--- config.mk ---
export PLATFORM = sky130hd
export DESIGN_NAME = microwire_eeprom_master_unit
export DESIGN_NICKNAME = d
export VERILOG_FILES = /design/src/design/mwe_pkg.sv /design/src/design/mwe_core.sv /design/src/design/microwire_eeprom_master_unit.sv
export SDC_FILE = /design/constraint.sdc
export NUM_CORES = 1
export LEC_CHECK = 0
export BUFFER_PORTS_ARGS = -buffer_cell sky130_fd_sc_hd__buf_2
export CELL_PAD_IN_SITES_DETAIL_PLACEMENT = 1
export CELL_PAD_IN_SITES_GLOBAL_PLACEMENT = 1
export CORE_MARGIN = 4
export CORE_UTILIZATION = 46
export CTS_BUF_LIST = sky130_fd_sc_hd__clkbuf_16
export DETAILED_ROUTE_END_ITERATION = 8
export PLACE_DENSITY_LB_ADDON = 0.1
export SYNTH_ARGS = -nofsm -noshare
export SYNTH_HDL_FRONTEND = slang
export SYNTH_SLANG_ARGS = --single-unit
--- constraint.sdc ---
create_clock -name clk -period 3.4 [get_ports clk]
set_input_delay 0.17 -clock clk [delete_from_list [all_inputs] [get_ports clk]]
set_output_delay 0.17 -clock clk [all_outputs]
set_load 0.005 [all_outputs]
--- src/design/mwe_pkg.sv ---
package mwe_pkg;

  localparam int MAX_ADDR_BITS = 11;
  localparam int SHIFT_W       = 22;
  localparam int COUNT_W       = 5;
  localparam int CAP_W         = 12;

  typedef enum logic [2:0] {
    CMD_NONE  = 3'd0,
    CMD_READ  = 3'd1,
    CMD_WRITE = 3'd2,
    CMD_WREN  = 3'd3,
    CMD_WRDS  = 3'd4
  } mwe_cmd_t;

  typedef enum logic [2:0] {
    PH_IDLE,
    PH_SHIFT,
    PH_CSLOW,
    PH_POLL,
    PH_CLEAR
  } mwe_phase_t;

  typedef enum logic [1:0] {
    AC_READ  = 2'd0,
    AC_WRITE = 2'd1,
    AC_WREN  = 2'd2,
    AC_WRDS  = 2'd3
  } mwe_active_t;

  typedef struct packed {
    logic [2:0]  command;
    logic [10:0] byte_address;
    logic [7:0]  write_byte;
    logic        data_in;
  } mwe_item_t;

  typedef struct packed {
    logic       chip_select;
    logic       data_out;
    logic       clock_pulse;
    logic       busy_res;
    logic [7:0] read_byte;
    logic       done_res;
    logic       refused;
  } mwe_result_t;

  // address length per size code, clamped to the widest supported address
  function automatic logic [3:0] addr_len(input logic [1:0] size_sel);
    logic [3:0] l;
    case (size_sel)
      2'd0:    l = 4'd7;
      2'd1:    l = 4'd9;
      2'd2:    l = 4'd9;
      default: l = 4'd11;
    endcase
    if (l > 4'(MAX_ADDR_BITS)) l = 4'(MAX_ADDR_BITS);
    return l;
  endfunction

  function automatic logic [CAP_W-1:0] capacity(input logic [1:0] size_sel);
    logic [CAP_W-1:0] c;
    logic [CAP_W-1:0] lim;
    case (size_sel)
      2'd0:    c = 12'd128;
      2'd1:    c = 12'd256;
      2'd2:    c = 12'd512;
      default: c = 12'd2048;
    endcase
    lim = CAP_W'(1) << addr_len(size_sel);
    return (c > lim) ? lim : c;
  endfunction

endpackage

--- src/design/mwe_core.sv ---
module mwe_core (
  input  logic                clk,
  input  logic                rst,
  input  logic                step_en,
  input  logic [1:0]          size_select,
  input  mwe_pkg::mwe_item_t   item,
  output mwe_pkg::mwe_result_t result
);

  mwe_pkg::mwe_phase_t               phase, phase_next;
  logic [mwe_pkg::COUNT_W-1:0]       bit_count, bit_count_next;
  logic [mwe_pkg::SHIFT_W-1:0]       out_shift, out_shift_next;
  logic [7:0]                        in_shift, in_shift_next;
  mwe_pkg::mwe_active_t              active_command, active_command_next;
  logic                              write_enabled, write_enabled_next;

  logic [3:0]                        len;
  logic [mwe_pkg::CAP_W-1:0]         cap;
  logic                              out_of_range;
  logic [mwe_pkg::SHIFT_W-1:0]       addr_field;

  always_ff @(posedge clk) begin
    if (rst) begin
      phase          <= mwe_pkg::PH_IDLE;
      bit_count      <= '0;
      out_shift      <= '0;
      in_shift       <= '0;
      active_command <= mwe_pkg::AC_READ;
      write_enabled  <= 1'b0;
    end else if (step_en) begin
      phase          <= phase_next;
      bit_count      <= bit_count_next;
      out_shift      <= out_shift_next;
      in_shift       <= in_shift_next;
      active_command <= active_command_next;
      write_enabled  <= write_enabled_next;
    end
  end

  assign len          = mwe_pkg::addr_len(size_select);
  assign cap          = mwe_pkg::capacity(size_select);
  assign out_of_range = {1'b0, item.byte_address} >= cap;
  assign addr_field   = mwe_pkg::SHIFT_W'(item.byte_address) << 8;

  always_comb begin
    phase_next          = phase;
    bit_count_next      = bit_count;
    out_shift_next      = out_shift;
    in_shift_next       = in_shift;
    active_command_next = active_command;
    write_enabled_next  = write_enabled;
    result              = '0;

    case (phase)
      mwe_pkg::PH_IDLE: begin
        case (item.command)
          mwe_pkg::CMD_READ: begin
            if (out_of_range) begin
              result.done_res = 1'b1;
            end else begin
              out_shift_next      = (mwe_pkg::SHIFT_W'(6) << ({1'b0, len} + 5'd8))
                                    | addr_field;
              bit_count_next      = mwe_pkg::COUNT_W'(len) + mwe_pkg::COUNT_W'(10);
              active_command_next = mwe_pkg::AC_READ;
            end
          end
          mwe_pkg::CMD_WRITE: begin
            if (!write_enabled || out_of_range) begin
              result.done_res = 1'b1;
              result.refused  = 1'b1;
            end else begin
              out_shift_next      = (mwe_pkg::SHIFT_W'(5) << ({1'b0, len} + 5'd8))
                                    | addr_field | mwe_pkg::SHIFT_W'(item.write_byte);
              bit_count_next      = mwe_pkg::COUNT_W'(len) + mwe_pkg::COUNT_W'(10);
              active_command_next = mwe_pkg::AC_WRITE;
            end
          end
          mwe_pkg::CMD_WREN: begin
            out_shift_next      = mwe_pkg::SHIFT_W'(8'h13) << (len - 4'd2);
            bit_count_next      = mwe_pkg::COUNT_W'(len) + mwe_pkg::COUNT_W'(2);
            active_command_next = mwe_pkg::AC_WREN;
          end
          mwe_pkg::CMD_WRDS: begin
            out_shift_next      = mwe_pkg::SHIFT_W'(4) << len;
            bit_count_next      = mwe_pkg::COUNT_W'(len) + mwe_pkg::COUNT_W'(2);
            active_command_next = mwe_pkg::AC_WRDS;
          end
          default: ;
        endcase
        // start bit goes out in the command's own period
        if ((item.command == mwe_pkg::CMD_WREN) || (item.command == mwe_pkg::CMD_WRDS)
            || ((item.command == mwe_pkg::CMD_READ) && !out_of_range)
            || ((item.command == mwe_pkg::CMD_WRITE) && write_enabled && !out_of_range)) begin
          in_shift_next      = '0;
          result.chip_select = 1'b1;
          result.data_out    = 1'b1;
          result.clock_pulse = 1'b1;
          phase_next         = mwe_pkg::PH_SHIFT;
        end
      end
      mwe_pkg::PH_SHIFT: begin
        if ((bit_count == '0) || (bit_count > mwe_pkg::COUNT_W'(mwe_pkg::SHIFT_W))) begin
          phase_next     = mwe_pkg::PH_IDLE;
          bit_count_next = '0;
        end else begin
          result.chip_select = 1'b1;
          result.clock_pulse = 1'b1;
          result.data_out    = out_shift[bit_count - 1'b1];
          if ((active_command == mwe_pkg::AC_READ) && (bit_count <= mwe_pkg::COUNT_W'(8)))
            in_shift_next = {in_shift[6:0], item.data_in};
          bit_count_next = bit_count - 1'b1;
          if (bit_count_next == '0) begin
            if (active_command == mwe_pkg::AC_WRITE) begin
              phase_next = mwe_pkg::PH_CSLOW;
            end else begin
              result.done_res = 1'b1;
              phase_next      = mwe_pkg::PH_IDLE;
              case (active_command)
                mwe_pkg::AC_READ: result.read_byte = in_shift_next;
                mwe_pkg::AC_WREN: write_enabled_next = 1'b1;
                default:          write_enabled_next = 1'b0;
              endcase
            end
          end
        end
      end
      mwe_pkg::PH_CSLOW: begin
        phase_next = mwe_pkg::PH_POLL;
      end
      mwe_pkg::PH_POLL: begin
        // hold select with no clocks until the device reports ready
        result.chip_select = 1'b1;
        if (item.data_in) phase_next = mwe_pkg::PH_CLEAR;
      end
      default: begin
        result.chip_select = 1'b1;
        result.data_out    = 1'b1;
        result.clock_pulse = 1'b1;
        result.done_res    = 1'b1;
        phase_next         = mwe_pkg::PH_IDLE;
      end
    endcase

    result.busy_res = (phase_next != mwe_pkg::PH_IDLE);
  end

endmodule

--- src/design/microwire_eeprom_master_unit.sv ---
// Channel  | Handshake                       | Payload
// -------- | ------------------------------- | ------------------------------------------
// input    | in_valid / in_ready             | command, byte_address, write_byte, data_in
// result   | out_valid / out_ready           | chip_select, data_out, clock_pulse,
//          |                                 | busy_res, read_byte, done_res, refused
// config   | cfg_write_en / cfg_write_data   | size_select
//
// One transaction per cycle while out_ready stays high: an accepted item is held in the
// input register, its bit period is evaluated by the core logic and stored in the result
// register when the item advances, that is when the result register is free or being read.
// rst is synchronous, active high; it returns the bus sequencer to idle, disables writes
// and sets the size code to 0. A stalled result holds in the output register while one
// more item waits in the input register.
module microwire_eeprom_master_unit (
  input  logic        clk,
  input  logic        rst,
  input  logic        cfg_write_en,
  input  logic [1:0]  cfg_write_data,
  input  logic        in_valid,
  output logic        in_ready,
  input  logic [2:0]  command,
  input  logic [10:0] byte_address,
  input  logic [7:0]  write_byte,
  input  logic        data_in,
  output logic        out_valid,
  input  logic        out_ready,
  output logic        chip_select,
  output logic        data_out,
  output logic        clock_pulse,
  output logic        busy_res,
  output logic [7:0]  read_byte,
  output logic        done_res,
  output logic        refused
);

  logic [1:0]           size_select;
  logic                 item_valid;
  mwe_pkg::mwe_item_t   item;
  mwe_pkg::mwe_result_t step_result;
  mwe_pkg::mwe_result_t result;
  logic                 advance;

  always_ff @(posedge clk) begin
    if (rst) size_select <= 2'd0;
    else if (cfg_write_en) size_select <= cfg_write_data;
  end

  assign advance  = item_valid && (!out_valid || out_ready);
  assign in_ready = !item_valid || advance;

  always_ff @(posedge clk) begin
    if (rst) begin
      item_valid <= 1'b0;
    end else if (in_valid && in_ready) begin
      item_valid <= 1'b1;
    end else if (advance) begin
      item_valid <= 1'b0;
    end
  end

  always_ff @(posedge clk) begin
    if (in_valid && in_ready) item <= '{command, byte_address, write_byte, data_in};
  end

  mwe_core u_core (
    .clk         (clk),
    .rst         (rst),
    .step_en     (advance),
    .size_select (size_select),
    .item        (item),
    .result      (step_result)
  );

  always_ff @(posedge clk) begin
    if (rst) begin
      out_valid <= 1'b0;
    end else if (advance) begin
      out_valid <= 1'b1;
    end else if (out_ready) begin
      out_valid <= 1'b0;
    end
  end

  always_ff @(posedge clk) begin
    if (advance) result <= step_result;
  end

  assign chip_select = result.chip_select;
  assign data_out    = result.data_out;
  assign clock_pulse = result.clock_pulse;
  assign busy_res    = result.busy_res;
  assign read_byte   = result.read_byte;
  assign done_res    = result.done_res;
  assign refused     = result.refused;

endmodule

==> summary.txt, run 1 <==
Yosys
  – Yosys warning total: 0
  – Top cells by count, synth: 45 x dfxtp_1, 41 x nand2_1, 37 x edfxtp_1
  – Synth top area share: 25.4%
  – Yosys top cell by area: edfxtp_1
  – Top_reg_cell synth: dfxtp_1
  – Net Count, Synth: 470
  – Mapped Cells: 426
  – Synthesized flop and latch total: 82
  – Syn Area/Cell: 10.3 µm²
  – Synth area leaders: edfxtp_1 25%, dfxtp_1 21%, a211oi_1 5.1%, ha_1 4.0%, a21oi_1 3.5%
  – Post-synth ARST share: 0%
  – Cell Area, Synth: 4380 µm²
  – EDFF count, synth: 37
  – Post-synthesis sequential area ratio: 45.9%
  – Most common cell in the netlist: dfxtp_1
  – Netlist cell types: 68

STA
  – Fmax: 0.357 GHz
  – RSZ-0062 raised after global routing: false
  – Max-slew headroom: 35.1%
  – Setup_tns: 0 ns
  – Clock Skews: 0.00825 ns
  – Worst-Margin Slew: 0.973 ns
  – Final setup viols: 0
  – Final hold violations: 0
  – Final worst slack: 0.595 ns
  – Slew Limit Fails: 0
  – Final Hold Slack: 0.00819 ns
  – Min cycle time layout: 2.80 ns
  – Tcrit/Tclk final: 82.5%

CTS
  – H-tree levels: 3
  – CTS tree: built
  – Total CTS buffers: 9
  – Clock Pin Slew Worst Setup and Hold Paths: 0.07 ns
  – Post-CTS Setup Bufs: 0
  – CTS resizes: 0
  – Bufs on Longest Clock Path: 2
  – CTS hold repair buffers: 2
  – CTS root buf: clkbuf_16
  – Clock Latency Late Sink: 0.34 ns
  – Clock sink count: 82

Die
  – Die area: 11100 µm²
  – DIE HEIGHT: 106 µm
  – Initial Util: 47.4%
  – Total core area: 9240 µm²
  – # rows: 35
  – Die width: 106 µm
  – Io pins: 46

Detailed routing
  – # DRC: 0
  – WL/cell: 19.9 µm
  – First-pass DRT Iterations: 4
  – Drt initial violations: 298
  – Via count: 3576
  – Total routed wirelength: 11900 µm
  – Final ANT Viol Nets: 0
  – Drt via density: 5.98

Run status
  – Run status: finished clean

Layout
  – Fin util: 53.9%
  – Final nets: 508
  – Diodes inserted: 0
  – Layout cells sized above 1: 21.5%
  – Fin area: 4980 µm²
  – P&R area growth vs syn: 13.7%
  – Non-Filler Instances: 598

Global routing
  – Remaining global-route overflow: 0
  – First-pass GRT wire length: 20100 µm
  – Total Routing Usage GR: 22.4%
  – Vias in the first global route: 3744
  – Largest net degree at the start of global routing: 32
  – Initial antenna violation count: 0

Worst setup path
  – Crit Path Category: flip-flop to flip-flop
  – Worst path cell trace: inv_1 -> ha_1 -> inv_1 -> ha_1 -> nand3_1 -> a21oi_1 -> a2111o_1 -> a21oi_1 -> or3b_2
  – WP data required: 3.48 ns
  – Crit end category: flip-flop
  – CP max FO: 8
  – R2R Path Start: size_select[0]
  – Critical R2R Capture: busy_res
  – Reg2reg setup slack: 0.60 ns
  – Largest stage delay, worst path: 0.49 ns
  – Critical Path AT: 2.89 ns
  – Worst R2R Path Depth: 9
  – Slowest stage cell, crit path: or3b_2
  – Critical path startpoint category: flip-flop

Power and ir drop
  – Pwr dens: 477 nW/µm²
  – Total Power: 2.37 mW
  – Worst VDD drop: 258 µV
  – Leak: 1.77 nW

Min path
  – WHS Path Cells: 1
  – Hold Crit Class: input port to flip-flop
  – HP Start: byte_address[10]
  – Min-Delay Endpoint: item[19]

Placement
  – Dpl cell area: 4680 µm²
  – I/O Buffers: 45
  – GP Congestion: 0.866
  – Pre-CTS setup slack: 0.653 ns
  – DP HPWL: 8600 µm
  – Placed insts: 580

Job
  – Max-Cap Viols: 0
[worst max-delay path by stage]
stage	startpoint	endpoint	slack [ns]	depth (start not counted)
2_1_floorplan	u_core.bit_count[0]	data_out	0.89	8
3_3_place_gp	size_select[0]	busy_res	0.73	9
3_5_place_dp	size_select[0]	busy_res	0.65	9
4_1_cts	size_select[0]	busy_res	0.60	9
5_1_grt	size_select[0]	u_core.in_shift[1]	0.38	10
6_report	size_select[0]	busy_res	0.60	9
[flip-flops by register name (all words and copies together), names as in the netlist, 2 cells and up]
name,flops
item,23
read_byte,8
size_select,2
u_core.active_command,2
u_core.bit_count,5
u_core.in_shift,8
u_core.out_shift,22
u_core.phase,3
[placed cells by master, fill, tap and decap left out, types with 8 or more instances in the layout]
cell type and instances:
nand2_1 41, buf_2 45, clkbuf_16 9, a21oi_1 31, nor2_1 30, o221a_2 8
edfxtp_1 37, inv_1 13, buf_4 8, dfxtp_1 45, mux2i_1 14, o21ai_0 15
a211oi_1 30, ha_1 14
[cell type report]
class,instances,area (µm²)
clock buffer,9,225
tap,129,161
multi-input combinational,301,2170
timing repair buffer,55,305
inverter,15,56.3
fill,1030,4260
sequential,82,2010
clock inverter,7,52.6
[layer usage]
metal / up-vias / track usage [%] / wire length, µm
li1: 1708 / - / -
met1: 1769 / 33.2 / 5590
met4: 0 / 6.20 / 131
met5: - / 0 / 0
met2: 86 / 34.1 / 5580
met3: 13 / 3.49 / 598
[cells by family after synthesis]
kind of cell | after synthesis | share of synthesized area, %
AO/OA/AOI/OAI | 131 | 21.9
flip-flops | 82 | 45.9
buffers and inverters | 43 | 4.69
AND/OR/NAND/NOR | 134 | 17.1
XOR/XNOR | 3 | 0.600
adder cells (fa/ha/maj) | 14 | 4.00
multiplexers | 19 | 5.77
[power breakdown]
group          switching (mW)  internal (mW)  total [mW]
clock network           0.417          0.500       0.917
registers              0.0407           1.08        1.12
logic                   0.206          0.132       0.338
[critical path, delay by kind of cell, from the launching register on]
| kind | cells | cell delay, ns |
|---|---|---|
| compound gates | 3 | 0.87 |
| simple gates | 2 | 0.57 |
| flops | 1 | 0.44 |
| fa+ha+maj | 2 | 0.40 |
| buf+inv | 2 | 0.25 |
No activity file was read; power rests on OpenSTA's default activity.
==> run 2, diff against run 1 <==
--- a/config.mk
+++ b/config.mk
@@ -5,11 +5,12 @@
 export SDC_FILE = /design/constraint.sdc
 export NUM_CORES = 1
 export LEC_CHECK = 0
+export ABC_AREA = 1
 export BUFFER_PORTS_ARGS = -buffer_cell sky130_fd_sc_hd__buf_2
 export CELL_PAD_IN_SITES_DETAIL_PLACEMENT = 1
 export CELL_PAD_IN_SITES_GLOBAL_PLACEMENT = 1
 export CORE_MARGIN = 4
-export CORE_UTILIZATION = 46
+export CORE_UTILIZATION = 43
 export CTS_BUF_LIST = sky130_fd_sc_hd__clkbuf_16
 export DETAILED_ROUTE_END_ITERATION = 8
 export PLACE_DENSITY_LB_ADDON = 0.1
==> constraint.sdc (replaced) <==
create_clock -name clk -period 2.8 [get_ports clk]
set_input_delay 0.14 -clock clk [delete_from_list [all_inputs] [get_ports clk]]
set_output_delay 0.14 -clock clk [all_outputs]
set_load 0.005 [all_outputs]
==> summary.txt, run 2 <==
STA
  – Slew Limit Fails: 0
  – RSZ-0062 raised after global routing: false
  – Final hold violations: 0
  – Fmax: 0.388 GHz
  – Max-slew headroom: 43.5%
  – Clock Skews: 0.0141 ns
  – Worst-Margin Slew: 0.847 ns
  – Final worst slack: 0.224 ns
  – Final setup viols: 0
  – Final Hold Slack: 0.104 ns
  – Setup_tns: 0 ns
  – Tcrit/Tclk final: 92.0%
  – Min cycle time layout: 2.58 ns

Worst setup path
  – WP data required: 3.08 ns
  – Largest stage delay, worst path: 0.43 ns
  – Crit path buffers/inverters: 2
  – CP top delay family: simple AND/OR/NAND/NOR gates
  – CP max FO: 18
  – Crit Path Category: flip-flop to flip-flop
  – Crit end category: flip-flop
  – Critical Path AT: 2.86 ns
  – Slowest stage cell, crit path: dfxtp_1
  – CP most frequent cell: nand2_1
  – Worst path cell trace: inv_1 -> ha_1 -> inv_1 -> ha_1 -> and3_1 -> nand2_2 -> nand2_1 -> nand2_1 -> nand3_2 -> nand2_1 -> nand2_1 -> nor2_1
  – Critical path startpoint category: flip-flop

Detailed routing
  – Final ANT Viol Nets: 0
  – Via count: 3928
  – Drt initial violations: 206
  – WL/cell: 16.2 µm
  – Drt via density: 5.06
  – Total routed wirelength: 12600 µm
  – First-pass DRT Iterations: 4
  – # DRC: 0

Die
  – # rows: 36
  – Total core area: 9770 µm²
  – Initial Util: 44.0%
  – Io pins: 46
  – DIE HEIGHT: 108 µm
  – Die width: 108 µm
  – Die area: 11700 µm²

Layout
  – Diodes inserted: 0
  – Layout cells sized above 1: 12.6%
  – Fillers: 1240
  – Fin util: 53.2%
  – Final nets: 682
  – Most frequent cells in the layout: 136 x nand2_1, 84 x inv_1, 74 x nor2_1
  – Largest registers: item: 23 flops, u_core.out_shift: 22 flops
  – Most flops, register: item
  – Max reg flops: 23
  – Most common cell after layout, fill and taps aside: nand2_1
  – Fin area: 5200 µm²
  – P&R area growth vs syn: 20.7%

Placement
  – Dpl cell area: 4660 µm²
  – DP HPWL: 8950 µm
  – Pre-CTS setup slack: 0.308 ns
  – I/O Buffers: 45
  – GP Congestion: 0.909

Yosys
  – Post-synthesis sequential area ratio: 46.7%
  – Synthesized flop and latch total: 82
  – Synth area leaders: edfxtp_1 26%, dfxtp_1 21%, nand2_1 12%, inv_1 7.2%, nor2_1 6.5%
  – Top cells by count, synth: 136 x nand2_1, 83 x inv_1, 74 x nor2_1
  – Netlist cell types: 34
  – Yosys top cell by area: edfxtp_1
  – Most common cell in the netlist: nand2_1
  – Post-synth ARST share: 0%
  – Top_reg_cell synth: dfxtp_1
  – EDFF count, synth: 37
  – Mapped Cells: 566
  – Cell Area, Synth: 4310 µm²
  – Yosys warning total: 0
  – Synth top area share: 25.8%
  – Net Count, Synth: 610
  – Syn Area/Cell: 7.61 µm²

CTS
  – CTS root buf: clkbuf_16
  – Total CTS buffers: 9
  – Clock Latency Late Sink: 0.35 ns
  – Clock Pin Slew Worst Setup and Hold Paths: 0.06 ns
  – CTS tree: built
  – Clock sink count: 82
  – CTS resizes: 0
  – H-tree levels: 3
  – Bufs on Longest Clock Path: 2

Global routing
  – First-pass GRT wire length: 20700 µm
  – Largest net degree at the start of global routing: 38
  – Remaining global-route overflow: 0
  – Vias in the first global route: 4144
  – Initial antenna violation count: 0
  – Total Routing Usage GR: 22.8%

Power and ir drop
  – Pwr dens: 578 nW/µm²
  – Leak: 2.34 nW
  – Worst VDD drop: 330 µV

Job
  – Max-Cap Viols: 0

Run status
  – Run status: finished clean

Min path
  – Hold Crit Class: input port to flip-flop
-- run 2: area by class of cell --
| type | count | area (µm²) | area share, % |
|---|---|---|---|
| multi-input combinational | 384 | 1890 | 36.4 |
| inverter | 85 | 319 | 6.14 |
| clock inverter | 7 | 67.6 | 1.30 |
| tap | 133 | 166 | 3.20 |
| sequential | 82 | 2010 | 38.7 |
| clock buffer | 9 | 225 | 4.33 |
| timing repair buffer | 76 | 515 | 9.92 |
-- run 2: logic make-up after synthesis --
logic type | Yosys count | synth area share (%)
and+or+nand+nor | 273 | 27.5
buffers and inverters | 101 | 9.56
AOI/OAI and AO/OA | 94 | 11.7
DFF | 82 | 46.7
adders and majority gates | 14 | 4.07
xor gates and xnor gates | 2 | 0.407
-- run 2: timing repair --
action,CTS,global route
hold endpoints to repair,23,0
endpoints found under the setup margin,0,1
buffers inserted,0,0
hold buffers,23,0
-- run 2: worst min-delay path, delay by kind of cell --
| family | cells | cell delay [ns] |
|---|---|---|
| AND/OR/NAND/NOR | 1 | 0.08 |
| buffers and inverters | 1 | 0.10 |
| AO/OA/AOI/OAI | 1 | 0.07 |
-- run 2: final timing paths --
path	depth (start not counted)	from	slack (ns)	to
max reg2reg	12	size_select[0]	0.22	u_core.out_shift[5]
max	12	size_select[0]	0.22	u_core.out_shift[5]
min	3	in_valid	0.10	item_valid
min reg2reg	2	u_core.out_shift[20]	0.46	u_core.out_shift[20]
-- run 2: power by group --
part	switching (mW)	internal, mW	leakage (nW)	total [mW]
Sequential	0.0338	1.31	0.726	1.35
Clock	0.498	0.690	0.150	1.19
Combinational	0.305	0.162	1.46	0.467
Total	0.837	2.17	2.34	3.00
-- run 2: metal layers --
metal	global-route usage (%)	vias to the layer above	part of all wire [%]	routed length, µm
met1	30.3	1856	48	6070
li1	-	1983	-	-
met3	3.22	26	3.0	379
met2	37.4	63	47	5870
met5	0	-	0	0
met4	9.11	0	2.2	272
-- run 2: per-stage QoR --
step | power, mW | instances
6_report | 3.00 | 776
5_1_grt | 3.14 | 776
4_1_cts | 3.01 | 775
3_5_place_dp | 1.81 | 736
3_3_place_gp | 1.79 | 736
2_1_floorplan | 1.66 | 566
